==> src/sv/scan_code_to_ascii_decoder_unit_assert.svh <==
// ----------------------------------------------------------------------------
// Scan code decoder assertion macros
// Clocked property shorthands shared by the decoder RTL.
// ----------------------------------------------------------------------------
`ifndef SCAN_CODE_TO_ASCII_DECODER_UNIT_ASSERT_SVH
`define SCAN_CODE_TO_ASCII_DECODER_UNIT_ASSERT_SVH

// Same-cycle implication, checked outside reset.
`define SCAD_ASSERT_NOW(lbl, ante, cons, msg) \
  lbl: assert property (@(posedge clk) disable iff (rst) (ante) |-> (cons)) \
    else $error(msg);

// Next-cycle implication, checked outside reset.
`define SCAD_ASSERT_NEXT(lbl, ante, cons, msg) \
  lbl: assert property (@(posedge clk) disable iff (rst) (ante) |=> (cons)) \
    else $error(msg);

`endif

==> src/sv/scad_pkg.sv <==
// ----------------------------------------------------------------------------
// Scan code decoder package
// Scan codes, modifier flag and result types, and the ASCII key tables.
// ----------------------------------------------------------------------------
`timescale 1ns / 1ps
`default_nettype none

package scad_pkg;

  localparam int KeyCount = 58;

  localparam logic [7:0] SC_SHIFT_L_MAKE  = 8'h2A;
  localparam logic [7:0] SC_SHIFT_L_BREAK = 8'hAA;
  localparam logic [7:0] SC_SHIFT_R_MAKE  = 8'h36;
  localparam logic [7:0] SC_SHIFT_R_BREAK = 8'hB6;
  localparam logic [7:0] SC_CTRL_MAKE     = 8'h1D;
  localparam logic [7:0] SC_CTRL_BREAK    = 8'h9D;
  localparam logic [7:0] SC_ALT_MAKE      = 8'h38;
  localparam logic [7:0] SC_ALT_BREAK     = 8'hB8;
  localparam logic [7:0] SC_ESCAPE        = 8'hE0;
  localparam logic [7:0] SC_DELETE_MAKE   = 8'h53;
  localparam logic [7:0] SC_DELETE_BREAK  = 8'hD3;

  typedef struct packed {
    logic del;
    logic esc;
    logic alt;
    logic ctrl;
    logic shift;
  } flags_t;

  typedef struct packed {
    logic       has_char;
    logic [6:0] char_code;
    logic       shift_held;
    logic       ctrl_held;
    logic       alt_held;
    logic       delete_held;
  } result_t;

  localparam logic [6:0] PLAIN_KEYS [KeyCount] = '{
    7'h00, 7'h1B, 7'h31, 7'h32, 7'h33, 7'h34, 7'h35, 7'h36, 7'h37, 7'h38,
    7'h39, 7'h30, 7'h2D, 7'h3D, 7'h08, 7'h09,
    7'h71, 7'h77, 7'h65, 7'h72, 7'h74, 7'h79, 7'h75, 7'h69, 7'h6F, 7'h70,
    7'h5B, 7'h5D, 7'h0A,
    7'h00,
    7'h61, 7'h73, 7'h64, 7'h66, 7'h67, 7'h68, 7'h6A, 7'h6B, 7'h6C, 7'h3B,
    7'h27, 7'h60,
    7'h00,
    7'h5C, 7'h7A, 7'h78, 7'h63, 7'h76, 7'h62, 7'h6E, 7'h6D, 7'h2C, 7'h2E,
    7'h2F,
    7'h00, 7'h2A, 7'h00, 7'h20
  };

  localparam logic [6:0] SHIFTED_KEYS [KeyCount] = '{
    7'h00, 7'h1B, 7'h21, 7'h40, 7'h23, 7'h24, 7'h25, 7'h5E, 7'h26, 7'h2A,
    7'h28, 7'h29, 7'h5F, 7'h2B, 7'h08, 7'h09,
    7'h51, 7'h57, 7'h45, 7'h52, 7'h54, 7'h59, 7'h55, 7'h49, 7'h4F, 7'h50,
    7'h7B, 7'h7D, 7'h0A,
    7'h00,
    7'h41, 7'h53, 7'h44, 7'h46, 7'h47, 7'h48, 7'h4A, 7'h4B, 7'h4C, 7'h3A,
    7'h22, 7'h7E,
    7'h00,
    7'h7C, 7'h5A, 7'h58, 7'h43, 7'h56, 7'h42, 7'h4E, 7'h4D, 7'h3C, 7'h3E,
    7'h3F,
    7'h00, 7'h2A, 7'h00, 7'h20
  };

  // Look up a make code; codes past the table give NUL.
  function automatic logic [6:0] key_lookup(input logic [7:0] code, input logic shift);
    logic [6:0] ch;
    ch = 7'h00;
    if (code < 8'(KeyCount)) begin
      ch = shift ? SHIFTED_KEYS[code[5:0]] : PLAIN_KEYS[code[5:0]];
    end
    return ch;
  endfunction

endpackage

`default_nettype wire

==> src/sv/scad_decode.sv <==
// ----------------------------------------------------------------------------
// Scan code decode step
// Flag update and ASCII lookup for one scan code byte.
// ----------------------------------------------------------------------------
`timescale 1ns / 1ps
`default_nettype none

module scad_decode (
  input  wire logic [7:0]       scan_code,
  input  wire scad_pkg::flags_t flags,
  output scad_pkg::flags_t      flags_next,
  output scad_pkg::result_t     result
);
  import scad_pkg::*;

  logic consumed;

  always_comb begin
    flags_next = flags;
    consumed   = 1'b1;
    if (flags.esc) begin
      if (scan_code == SC_DELETE_MAKE) begin
        flags_next.del = 1'b1;
      end else if (scan_code == SC_DELETE_BREAK) begin
        flags_next.del = 1'b0;
      end
      flags_next.esc = 1'b0;
    end else begin
      case (scan_code)
        SC_SHIFT_L_MAKE, SC_SHIFT_R_MAKE:   flags_next.shift = 1'b1;
        SC_SHIFT_L_BREAK, SC_SHIFT_R_BREAK: flags_next.shift = 1'b0;
        SC_CTRL_MAKE:                       flags_next.ctrl  = 1'b1;
        SC_CTRL_BREAK:                      flags_next.ctrl  = 1'b0;
        SC_ALT_MAKE:                        flags_next.alt   = 1'b1;
        SC_ALT_BREAK:                       flags_next.alt   = 1'b0;
        SC_ESCAPE:                          flags_next.esc   = 1'b1;
        default:                            consumed         = 1'b0;
      endcase
    end
  end

  always_comb begin
    result.has_char    = ~consumed & ~scan_code[7];
    result.char_code   = result.has_char ? key_lookup(scan_code, flags_next.shift) : 7'h00;
    result.shift_held  = flags_next.shift;
    result.ctrl_held   = flags_next.ctrl;
    result.alt_held    = flags_next.alt;
    result.delete_held = flags_next.del;
  end

endmodule

`default_nettype wire

==> src/sv/scan_code_to_ascii_decoder_unit.sv <==
// ----------------------------------------------------------------------------
// Scan code to ASCII decoder
// Translates set-1 keyboard scan codes to ASCII and tracks modifier keys.
// ----------------------------------------------------------------------------
// Usage:
//   Input channel: in_valid / in_stall with scan_code, one raw set-1 byte
//   per transfer. Output channel: out_valid / out_stall with has_char,
//   char_code and the shift, ctrl, alt and delete flags after that byte.
//   Every input transfer yields exactly one output transfer, in order.
//   Each result is registered. Throughput: one byte per cycle while
//   in_stall is low; the decode is a single flag update and a 58-entry
//   table lookup between the input port and the result register.
//   A skid register behind the result register lets the block take one more
//   byte while the receiver stalls; with both full, in_stall rises and holds
//   until the receiver takes the waiting result.
//   Reset (rst, synchronous, active high): clear all modifier flags, drop
//   both result entries and release in_stall.
// ----------------------------------------------------------------------------
`timescale 1ns / 1ps
`default_nettype none
`include "scan_code_to_ascii_decoder_unit_assert.svh"

module scan_code_to_ascii_decoder_unit (
  input  wire logic       clk,
  input  wire logic       rst,
  input  wire logic       in_valid,
  output logic            in_stall,
  input  wire logic [7:0] scan_code,
  output logic            out_valid,
  input  wire logic       out_stall,
  output logic            has_char,
  output logic [6:0]      char_code,
  output logic            shift_held,
  output logic            ctrl_held,
  output logic            alt_held,
  output logic            delete_held
);
  import scad_pkg::*;

  flags_t  flags;
  flags_t  flags_next;
  result_t result_next;
  result_t out_data;
  result_t skid_data;
  logic    skid_valid;
  logic    in_xfer;
  logic    out_free;

  // Decode the incoming byte against the current flags.
  scad_decode u_decode (
    .scan_code  (scan_code),
    .flags      (flags),
    .flags_next (flags_next),
    .result     (result_next)
  );

  // Stall the sender only when the skid entry is occupied.
  assign in_stall = skid_valid;
  assign in_xfer  = in_valid & ~in_stall;
  // Result register can load when empty or being taken this cycle.
  assign out_free = ~out_valid | ~out_stall;

  // Control state.
  always_ff @(posedge clk) begin
    if (rst) begin
      flags      <= '0;
      out_valid  <= 1'b0;
      skid_valid <= 1'b0;
    end else begin
      if (in_xfer) begin
        flags <= flags_next;
      end
      if (out_free) begin
        // Drain the skid entry first; it is older than any new byte.
        if (skid_valid) begin
          out_valid  <= 1'b1;
          skid_valid <= 1'b0;
        end else begin
          out_valid <= in_xfer;
        end
      end else if (in_xfer) begin
        skid_valid <= 1'b1;
      end
    end
  end

  // Payload registers.
  always_ff @(posedge clk) begin
    if (out_free) begin
      if (skid_valid) begin
        out_data <= skid_data;
      end else if (in_xfer) begin
        out_data <= result_next;
      end
    end else if (in_xfer) begin
      skid_data <= result_next;
    end
  end

  assign has_char    = out_data.has_char;
  assign char_code   = out_data.char_code;
  assign shift_held  = out_data.shift_held;
  assign ctrl_held   = out_data.ctrl_held;
  assign alt_held    = out_data.alt_held;
  assign delete_held = out_data.delete_held;

  `SCAD_ASSERT_NOW(a_nul_without_char, out_valid && !has_char, char_code == 7'h00, "char_code set without a character")
  `SCAD_ASSERT_NOW(a_skid_behind_out, skid_valid, out_valid, "skid entry held with empty result register")
  `SCAD_ASSERT_NEXT(a_skid_drains, skid_valid && !out_stall, !skid_valid, "skid entry did not drain")
  `SCAD_ASSERT_NEXT(a_escape_one_byte, flags.esc && in_xfer, !flags.esc, "escape prefix outlived its byte")

endmodule

`default_nettype wire
==> config.mk <==
export PLATFORM = sky130hd
export DESIGN_NAME = scan_code_to_ascii_decoder_unit
export DESIGN_NICKNAME = d
export VERILOG_FILES = /design/src/sv/scad_pkg.sv /design/src/sv/scad_decode.sv /design/src/sv/scan_code_to_ascii_decoder_unit.sv
export VERILOG_INCLUDE_DIRS = /design/src /design/src/sv
export SDC_FILE = /design/constraint.sdc
export NUM_CORES = 1
export LEC_CHECK = 0
export ABC_AREA = 1
export BUFFER_PORTS_ARGS = -buffer_cell sky130_fd_sc_hd__clkbuf_2
export CAP_MARGIN = 20
export CORE_MARGIN = 2
export CORE_UTILIZATION = 50
export DETAILED_ROUTE_END_ITERATION = 12
export PLACE_DENSITY = 0.72
export SLEW_MARGIN = 10
export SYNTH_ARGS = -nofsm -noshare
export SYNTH_HDL_FRONTEND = slang
export SYNTH_HIERARCHICAL = 1
export SYNTH_SLANG_ARGS = --single-unit
==> constraint.sdc <==
create_clock -name clk -period 3.45 [get_ports clk]
set_input_delay 0.1725 -clock clk [delete_from_list [all_inputs] [get_ports clk]]
set_output_delay 0.1725 -clock clk [all_outputs]
set_load 0.02 [all_outputs]
### After elaboration in Yosys (flattened, before gate mapping)

Memory sizes are Yosys's and may differ from the RTL's.
Index checks and enable logic that the tools add are counted.
Widths: inputs -> output; s select.

| word-level totals | value |
|---|---|
| register bits after elaboration | 31 |
| ROM bits | 896 |
| output and inout bits | 14 |
| logic and storage cells | 72 |
| memories | 2 |

Memory list:

| name | depth | width | rd ports | clocked after Yosys merged registers in | wr ports | line | text |
|---|---|---|---|---|---|---|---|
| (no name shown) | 64 | 7 | 1 | 0 | 0 | scad_pkg.sv:74 | `ch = shift ? SHIFTED_KEYS[code[5:0]] : PLAIN_KEYS[code[5:0]];` |
| (no name shown) | 64 | 7 | 1 | 0 | 0 | scad_pkg.sv:74 |  |

| cells by class | value |
|---|---|
| $lt $le $gt $ge | 2 |
| equality and inequality tests | 11 |
| mux-type cells | 21 |
| bitwise logic cells | 10 |
| reductions and logical operators | 7 |

Operators by type and width:

| cell | number |
|---|---|
| $mux 7 | 7 |
| $eq 8x8->1 const B | 6 |
| $eq 8x6->1 const B | 3 |
| $mux 12 | 2 |
| $reduce_or 9->1 | 1 |
| $eq 8x5->1 const B | 1 |
| $eq 8x7->1 const B | 1 |
| $lt 8x6->1 const B | 1 |
| $mux 1 | 8 |
| $ge 7x7->1 const B | 1 |
| $not 6->7 | 1 |
| $not 1->1 | 6 |
| $pmux 1 s2 | 3 |
| $reduce_or 2->1 | 3 |
| $reduce_and 2->1 | 2 |
| $mux 3 | 1 |
| $and 1x1->1 | 2 |
| $reduce_bool 2->1 | 1 |
| $or 1x1->1 | 1 |

### Logic depth before layout (Yosys ltp)

Gate-level depths: netlist of run 1.

| depth | value |
|---|---|
| depth in word-level cells | 9 |
| gate-level depth with buffers | 16 |
| gate-level depth less buffers | 15 |

### Cells and area by module

The synthesis of run 1 kept the hierarchy.

Modules (own cells, without submodules):

| module | times used | cells each | area an instance (µm²) | seq. area each (µm²) |
|---|---|---|---|---|
| scad_decode | 1 | 295 | 1,482.7 | 0.0 |
| scan_code_to_ascii_decoder_unit | 1 | 105 | 1,173.6 | 860.8 |

### Worst setup path before layout of run 1

Ideal clock, no wire load.

| timing path | value |
|---|---|
| path type | input port to flip-flop |
| start | input scan_code[0] |
| end | register out_data, in the netlist char_code[4], data pin |
| setup time | 0.252 ns |
| arrival time | 1.603 ns |
| path slack | 1.595 ns |
| stages on the path | 14 |
| cell sequence | clkbuf_1 inv_1 ha_1 inv_1 nor2_2 nand3_1 nand2_1 nand2_1 nand2_2 buf_6 nor3_1 nor2_1 nand2_1 nand2_1 |

RTL lines:

| element | line | text |
|---|---|---|
| start, declared | scan_code_to_ascii_decoder_unit.sv:28 | `input wire logic [7:0] scan_code,` |
| end signal, assigned | scan_code_to_ascii_decoder_unit.sv:91 | `out_data <= skid_data;` |
| end signal, assigned | scan_code_to_ascii_decoder_unit.sv:93 | `out_data <= result_next;` |
| end, declared | scan_code_to_ascii_decoder_unit.sv:43 | `result_t out_data;` |

==> summary.json, run 1 <==
{
  "synth_edf_count": {"value": 24},
  "power_per_standard_cell_area": {"value": 367, "unit": "nW/um^2"},
  "die_h": {"value": 76.9, "unit": "um"},
  "end_kind": {"value": "register"},
  "clock_tree_from_tritoncts": {"value": "yes"},
  "synthesis.area": {"value": 2660, "unit": "um^2"},
  "cts.sink_count": {"value": 31},
  "fmaxAchievable": {"value": 471, "unit": "MHz"},
  "post_synth_xor_area_fraction": {"value": 0, "unit": "%"},
  "place.detailed.hpwl": {"value": 5.17, "unit": "mm"},
  "detail_route.wl_per_cell": {"value": 14.1, "unit": "um"},
  "final.min_clock_period": {"value": 2.12, "unit": "ns"},
  "worstPathRequired": {"value": 3.47, "unit": "ns"},
  "regToRegStartpoint": {"value": "in_stall$_SDFFE_PP0P_"},
  "synth_sequential_area_ratio": {"value": 32.4, "unit": "%"},
  "synth_compound_gate_area_share": {"value": 10.2, "unit": "%"},
  "synthMuxAreaShare": {"value": 0.377, "unit": "%"},
  "die_w": {"value": 76.9, "unit": "um"},
  "crit_path_dat": {"value": 2.15, "unit": "ns"},
  "synth_area_leaders": {"value": "sky130_fd_sc_hd__edfxtp_1 27%, sky130_fd_sc_hd__nand2_1 20%, sky130_fd_sc_hd__nand3_1 6.6%"},
  "drt_pass1_iterations": {"value": 5},
  "netlist-cell-type-count": {"value": 30},
  "share_of_the_synthesized_area_in_the_top_cell_type": {"value": 27.1, "unit": "%"},
  "net_count_of_the_mapped_netlist": {"value": 424},
  "crit_path_top_delay_cell": {"value": "sky130_fd_sc_hd__inv_2"},
  "cts_resized": {"value": 0},
  "remaining_drc_errors": {"value": 0},
  "core_region_area": {"value": 5110, "unit": "um^2"},
  "cp_cell_sequence": {"value": "clkbuf_2 > inv_2 > nand2_1 > nor2_1 > nand2_1 > nand2_1 > nand2_1 > nand2_2 > o21ai_0 > nand2_1 > nor2_1 > nand2_1 > nand2_1"},
  "yosys_warn_count": {"value": 6},
  "clock_path_buffers": {"value": 2},
  "yosys_register_bits": {"value": 31},
  "worst-r2r-setup-slack": {"value": 1.87, "unit": "ns"},
  "prevailing_post_synth_register_cell": {"value": "sky130_fd_sc_hd__edfxtp_1"},
  "antenna_violating_nets_remaining": {"value": 0},
  "route.detailed.vias_per_inst": {"value": 5.36},
  "synth.avg_cell_area": {"value": 6.64, "unit": "um^2"},
  "clkTransAtPathRegs": {"value": 0.07, "unit": "ns"},
  "number_of_flip_flops_in_the_largest_register": {"value": 12},
  "worstHoldPathType": {"value": "in -> reg"},
  "report.final.setup_viol": {"value": 0},
  "synth.most_common_cell": {"value": "sky130_fd_sc_hd__nand2_1"},
  "netlist.top_cell.by_area": {"value": "sky130_fd_sc_hd__edfxtp_1"},
  "grt_util_met1": {"value": 30.7, "unit": "%"},
  "launching_element_of_the_worst_setup_path": {"value": "scan_code[3]"},
  "design.portCount": {"value": 26},
  "cts_setup_buffers": {"value": 0},
  "dominant_combinational_cell_family_by_area_after_synthesis": {"value": "simple AND/OR/NAND/NOR gates"},
  "syn_to_final_growth": {"value": 6.55, "unit": "%"},
  "post_synth_most_frequent_cells": {"value": "141 x sky130_fd_sc_hd__nand2_1, 45 x sky130_fd_sc_hd__nor2_1, 35 x sky130_fd_sc_hd__nand3_1, 31 x sky130_fd_sc_hd__inv_1, 24 x sky130_fd_sc_hd__edfxtp_1"},
  "use_met3": {"value": 5.41, "unit": "%"},
  "syn-instance-count": {"value": 400},
  "route.vias.total": {"value": 2588},
  "detailedRoute.firstIterationViolations": {"value": 172},
  "gp_congestion": {"value": 1.04},
  "critical-path-top-cell-by-count": {"value": "sky130_fd_sc_hd__nand2_1"},
  "antenna_violations_before_repair": {"value": 0},
  "max_slew.worst_pin.slew": {"value": 0.653, "unit": "ns"},
  "grt_max_degree": {"value": 31},
  "worst_ir_drop_on_vdd": {"value": 0.252, "unit": "mV"},
  "floorplan.initialDensity": {"value": 52.0, "unit": "%"},
  "layout_worst_path_cycle_share": {"value": 61.5, "unit": "%"},
  "worst_skew_pair.late_latency": {"value": 0.28, "unit": "ns"},
  "synth_area_in_simple_gates": {"value": 39.7, "unit": "%"},
  "total_negative_slack_for_setup_checks": {"value": 0, "unit": "ns"},
  "first_global_vias": {"value": 2498},
  "gr-total-overflow": {"value": 0},
  "timing.clock.skew": {"value": 0.0127, "unit": "ns"},
  "dieArea": {"value": 5910, "unit": "um^2"},
  "cts_inserted_buffers": {"value": 5},
  "diodes": {"value": 0},
  "grt_util_met2": {"value": 39.8, "unit": "%"},
  "layout.filler_cells": {"value": 512},
  "unrepaired_setup_endpoints_after_global_routing": {"value": "no"},
  "drv_cap": {"value": 0},
  "gr-usage-all-layers": {"value": 24.4, "unit": "%"},
  "slew_headroom": {"value": 56.4, "unit": "%"},
  "leakagePower": {"value": 1.39, "unit": "nW"},
  "drt_wl_total": {"value": 6.79, "unit": "mm"},
  "crit_path_end": {"value": "char_code[5]$_DFFE_PP_"},
  "placement_rows": {"value": 26},
  "async_sr_flop_fraction": {"value": 0, "unit": "%"},
  "run_status": {"value": "completed"},
  "reg2reg_depth": {"value": 3},
  "buffer_ports.inserted": {"value": 25},
  "total_power": {"value": 1.04, "unit": "mW"},
  "worst-setup-path-type": {"value": "in -> reg"},
  "maxSlewViolCount": {"value": 0},
  "registers.top_by_ff_count": {"value": "skid_data"},
  "cts-root-buf": {"value": "sky130_fd_sc_hd__clkbuf_8"},
  "global_route_wire_length_before_repair": {"value": 11.6, "unit": "mm"},
  "dp_cells": {"value": 475},
  "cts.htree.levels": {"value": 2},
  "hold_path.startpoint": {"value": "rst"},
  "report.final.hold_viol_count": {"value": 0},
  "critPathMaxFanout": {"value": 30},
  "critical_path.max_stage_delay": {"value": 0.39, "unit": "ns"},
  "critical_path.startpoint_type": {"value": "input port"},
  "layout.nets": {"value": 436},
  "synth-adder-area-share": {"value": 5.65, "unit": "%"},
  "regToRegEndpoint": {"value": "char_code[3]$_DFFE_PP_"},
  "ctsHoldBuffers": {"value": 0},
  "layout-drive-gt1-share": {"value": 13.8, "unit": "%"},
  "globalRoute.busiestLayer": {"value": "met2"},
  "finalNonFillerCells": {"value": 483}
}
where the power goes:
| part | total [mW] | switching (mW) | leakage (nW) | internal [mW] |
|---|---|---|---|---|
| Clock | 0.367 | 0.133 | 0.0612 | 0.233 |
| Sequential | 0.433 | 0.00823 | 0.282 | 0.425 |
| Combinational | 0.239 | 0.168 | 1.05 | 0.0705 |
| Total | 1.04 | 0.310 | 1.39 | 0.729 |
worst max-delay path: cells and delay by family:
kind | cells | cell delay, ns
AOI/OAI and AO/OA | 1 | 0.14
buffers and inverters | 2 | 0.76
and+or+nand+nor | 10 | 1.06
layout make-up:
cell class / instances / area [um^2] / area share (%)
clock buffers: 6 / 82.6 / 2.92
clock inverters: 2 / 35.0 / 1.24
inverters: 37 / 139 / 4.91
multi-input cells: 310 / 1490 / 52.5
flip-flops and latches: 31 / 861 / 30.4
well taps: 70 / 87.6 / 3.09
repair buffers: 27 / 140 / 4.95
worst min path at each step:
stage	end	slack (ns)	depth (start not counted)
global route	out_valid$_SDFFE_PP0P_	0.08	2
floorplan	out_valid$_SDFFE_PP0P_	0.24	1
detailed placement	out_valid$_SDFFE_PP0P_	0.36	2
finish	out_valid$_SDFFE_PP0P_	0.07	2
CTS	out_valid$_SDFFE_PP0P_	0.06	2
global placement	out_valid$_SDFFE_PP0P_	0.37	2
layout by cell type, fill, tap and decap left out, types with 6 or more instances in the layout:
cell                         n
sky130_fd_sc_hd__ha_1       12
sky130_fd_sc_hd__clkbuf_8    6
sky130_fd_sc_hd__o21ai_0    22
sky130_fd_sc_hd__nor2_1     45
sky130_fd_sc_hd__inv_2       6
sky130_fd_sc_hd__clkbuf_2   25
sky130_fd_sc_hd__nand2_1   141
sky130_fd_sc_hd__nand3_1    35
sky130_fd_sc_hd__a21oi_1    23
sky130_fd_sc_hd__inv_1      31
sky130_fd_sc_hd__edfxtp_1   24
sky130_fd_sc_hd__dfxtp_1     7
logic make-up after synthesis:
| logic type | Yosys count |
|---|---|
| buffers and inverters | 59 |
| multiplexers | 1 |
| AND/OR/NAND/NOR | 246 |
| AO/OA/AOI/OAI | 51 |
| flip-flops | 31 |
| adder cells (fa/ha/maj) | 12 |
metal layers:
layer | wire (um) | part of all wire, %
met3 | 535 | 7.9
met4 | 224 | 3.3
met2 | 3100 | 46
met1 | 2930 | 43
met5 | 0 | 0
per-stage QoR:
step	hold WS (ns)	instance area, um^2	utilization, %	setup slack (ns)
after floorplan	0.242	2660	-	1.59
after global placement	0.366	2710	53.1	1.09
after detailed placement	0.364	2710	53.1	1.12
after CTS	0.0577	2830	55.4	1.41
after global routing	0.0788	2830	55.4	1.15
final	0.0702	2830	55.4	1.33
(Power assumes the default switching activity.)
==> inputs of run 2 (changes only) <==
PLACE_DENSITY = 0.75   (was 0.72)
clock period = 1.9 ns   (was 3.45 ns; I/O delays follow)
==> summary.json, run 2 (synthesized netlist as in run 1, its figures left out) <==
{
  "worst_ir_drop_on_vdd": {"value": 0.300, "unit": "mV", "change": "+19%"},
  "critical-path-top-cell-by-count": {"value": "sky130_fd_sc_hd__nand2_1"},
  "buffer_ports.inserted": {"value": 25, "change": "unchanged"},
  "final_common_cell": {"value": "sky130_fd_sc_hd__nand2_1"},
  "mostFrequentLayoutCells": {"value": "141 x sky130_fd_sc_hd__nand2_1, 45 x sky130_fd_sc_hd__nor2_1, 35 x sky130_fd_sc_hd__nand3_1"},
  "dieArea": {"value": 5910, "unit": "um^2", "change": "unchanged"},
  "route.vias.total": {"value": 2690, "change": "+3.9%"},
  "regToRegStartpoint": {"value": "flags[3]$_SDFFE_PP0P_"},
  "stdcell_area": {"value": 3030, "unit": "um^2", "change": "+7.1%"},
  "grt_util_met1": {"value": 34.2, "unit": "%", "change": "+3.5 points"},
  "floorplan.initialDensity": {"value": 52.0, "unit": "%", "change": "unchanged"},
  "reg2reg_depth": {"value": 9, "change": "+6"},
  "number_of_flip_flops_in_the_largest_register": {"value": 12, "change": "unchanged"},
  "grt_util_met2": {"value": 43.4, "unit": "%", "change": "+3.6 points"},
  "critPathMaxFanout": {"value": 15, "change": "-50%"},
  "worst-setup-path-type": {"value": "in -> reg"},
  "report.final.hold_viol_count": {"value": 0, "change": "unchanged"},
  "syn_to_final_growth": {"value": 14.1, "unit": "%"},
  "layout_worst_path_cycle_share": {"value": 85.1, "unit": "%"},
  "globalRoute.busiestLayer": {"value": "met2"},
  "whs_endpoint": {"value": "out_valid$_SDFFE_PP0P_"},
  "route.detailed.vias_per_inst": {"value": 5.26, "change": "-1.8%"},
  "gr-total-overflow": {"value": 0, "change": "unchanged"},
  "cp_cell_sequence": {"value": "clkbuf_2 > inv_1 > ha_1 > inv_1 > nor2_1 > nand2_1 > nand2_1 > nand2_1 > nand2_2 > nand2_2 > nor3_1 > nor2_1 > nand2_1 > nand2_1"},
  "crit_path_dat": {"value": 1.64, "unit": "ns", "change": "-0.51 ns"},
  "die_h": {"value": 76.9, "unit": "um", "change": "unchanged"},
  "leakagePower": {"value": 1.52, "unit": "nW", "change": "+9.4%"},
  "fmaxAchievable": {"value": 619, "unit": "MHz"},
  "ctsHoldBuffers": {"value": 0, "change": "unchanged"},
  "timing.hold.worst_path_depth": {"value": 2, "change": "unchanged"},
  "layout.nets": {"value": 464, "change": "+6.4%"},
  "end_kind": {"value": "register"},
  "power_per_standard_cell_area": {"value": 623, "unit": "nW/um^2", "change": "+70%"},
  "gp_congestion": {"value": 1.00, "change": "-4.1%"},
  "drv_cap": {"value": 0, "change": "unchanged"},
  "remaining_drc_errors": {"value": 0, "change": "unchanged"},
  "registers.top_by_ff_count": {"value": "skid_data"},
  "clock_tree_from_tritoncts": {"value": "yes"},
  "total_negative_slack_for_setup_checks": {"value": 0, "unit": "ns", "change": "unchanged"},
  "die_w": {"value": 76.9, "unit": "um", "change": "unchanged"},
  "antenna_violating_nets_remaining": {"value": 0, "change": "unchanged"},
  "maxSlewViolCount": {"value": 0, "change": "unchanged"},
  "first_global_vias": {"value": 2600, "change": "+4.1%"},
  "hold_path.startpoint": {"value": "rst"},
  "crit_path_top_delay_cell": {"value": "sky130_fd_sc_hd__nor3_1"},
  "cts_inserted_buffers": {"value": 5, "change": "unchanged"},
  "cts.htree.levels": {"value": 2, "change": "unchanged"},
  "detail_route.wl_per_cell": {"value": 14.4, "unit": "um", "change": "+2.5%"},
  "gr-usage-all-layers": {"value": 25.8, "unit": "%", "change": "+1.5 points"},
  "layout-drive-gt1-share": {"value": 19.0, "unit": "%", "change": "+5.2 points"},
  "worst_skew_pair.late_latency": {"value": 0.27, "unit": "ns", "change": "about the same"},
  "core_region_area": {"value": 5110, "unit": "um^2", "change": "unchanged"},
  "run_status": {"value": "completed"},
  "report.final.setup_viol": {"value": 0, "change": "unchanged"},
  "cts-root-buf": {"value": "sky130_fd_sc_hd__clkbuf_8"},
  "critical_path.max_stage_delay": {"value": 0.21, "unit": "ns", "change": "-0.18 ns"},
  "use_met3": {"value": 3.06, "unit": "%", "change": "-2.4 points"},
  "worst-r2r-setup-slack": {"value": 0.31, "unit": "ns", "change": "-1.56 ns"},
  "placement_rows": {"value": 26, "change": "unchanged"},
  "worstPathRequired": {"value": 1.93, "unit": "ns", "change": "-1.54 ns"},
  "grt_max_degree": {"value": 20, "change": "-35%"},
  "whs": {"value": 0.0145, "unit": "ns", "change": "-0.0557 ns"},
  "placed_instance_area": {"value": 2920, "unit": "um^2", "change": "+7.7%"},
  "critical_path.startpoint_type": {"value": "input port"},
  "antenna_violations_before_repair": {"value": 0, "change": "unchanged"},
  "slew_headroom": {"value": 68.2, "unit": "%", "change": "+12 points"},
  "cts.sink_count": {"value": 31, "change": "unchanged"},
  "max_slew.worst_pin.slew": {"value": 0.472, "unit": "ns", "change": "-0.181 ns"},
  "worstHoldPathType": {"value": "in -> reg"},
  "diodes": {"value": 0, "change": "unchanged"},
  "drt_wl_total": {"value": 7.36, "unit": "mm", "change": "+8.4%"},
  "place.detailed.hpwl": {"value": 5.81, "unit": "mm", "change": "+12%"},
  "global_route_wire_length_before_repair": {"value": 12.3, "unit": "mm", "change": "+6.1%"},
  "clock_path_buffers": {"value": 2, "change": "unchanged"},
  "timing.clock.skew": {"value": 0.00770, "unit": "ns", "change": "-0.00504 ns"},
  "layout.filler_cells": {"value": 495, "change": "-3.3%"},
  "drt_pass1_iterations": {"value": 6, "change": "+1"},
  "design.portCount": {"value": 26, "change": "unchanged"},
  "final.min_clock_period": {"value": 1.62, "unit": "ns"},
  "regToRegEndpoint": {"value": "char_code[5]$_DFFE_PP_"},
  "detailedRoute.firstIterationViolations": {"value": 147, "change": "-15%"},
  "cts_resized": {"value": 0, "change": "unchanged"},
  "cts_setup_buffers": {"value": 0, "change": "unchanged"},
  "unrepaired_setup_endpoints_after_global_routing": {"value": "no"},
  "clkTransAtPathRegs": {"value": 0.07, "unit": "ns", "change": "about the same"}
}
==> run 2: worst max path at each step <==
stage	from	end	slack [ns]	cells after the start
2_1_floorplan	in_stall$_SDFFE_PP0P_	skid_data[0]$_DFFE_PP_	0.06	2
4_1_cts	scan_code[0]	char_code[4]$_DFFE_PP_	0.31	14
6_report	scan_code[0]	char_code[4]$_DFFE_PP_	0.28	14
3_3_place_gp	scan_code[0]	char_code[6]$_DFFE_PP_	0.07	12
3_5_place_dp	scan_code[0]	char_code[4]$_DFFE_PP_	0.03	14
5_1_grt	scan_code[0]	char_code[1]$_DFFE_PP_	0.11	15
==> run 2: worst max-delay path: cells and delay by family <==
kind                       cells  cell delay (ns)
buffers and inverters          3             0.31
and+or+nand+nor               10             1.04
adders and majority gates      1             0.19
==> run 2: layer usage <==
| layer | share of wire, % | vias up |
|---|---|---|
| met5 | 0 | - |
| met4 | 2.4 | 0 |
| met3 | 6.3 | 15 |
| met2 | 48 | 123 |
| met1 | 44 | 1181 |
| li1 | - | 1371 |
==> run 2: area by class of cell <==
type	instances	area (um^2)	area share, %
timing repair buffer	55	350	11.6
tap	70	87.6	2.89
clock inverter	3	38.8	1.28
sequential	31	861	28.4
inverter	37	139	4.58
clock buffer	5	68.8	2.27
multi-input combinational	310	1490	49.0
==> run 2: per-stage QoR <==
step	worst slack [ns]	instances	power, mW	util (%)
finish	0.284	511	1.89	59.3
detailed placement	0.0268	503	1.28	57.2
global placement	0.0707	503	1.28	57.2
CTS	0.312	511	1.89	59.3
global route	0.105	511	1.99	59.3
floorplan	0.0630	400	1.13	-
==> run 2: power by group <==
part           internal, mW  switching [mW]  total, mW
Sequential            0.772          0.0138      0.786
Combinational         0.163           0.321      0.484
Clock                 0.383           0.235      0.618
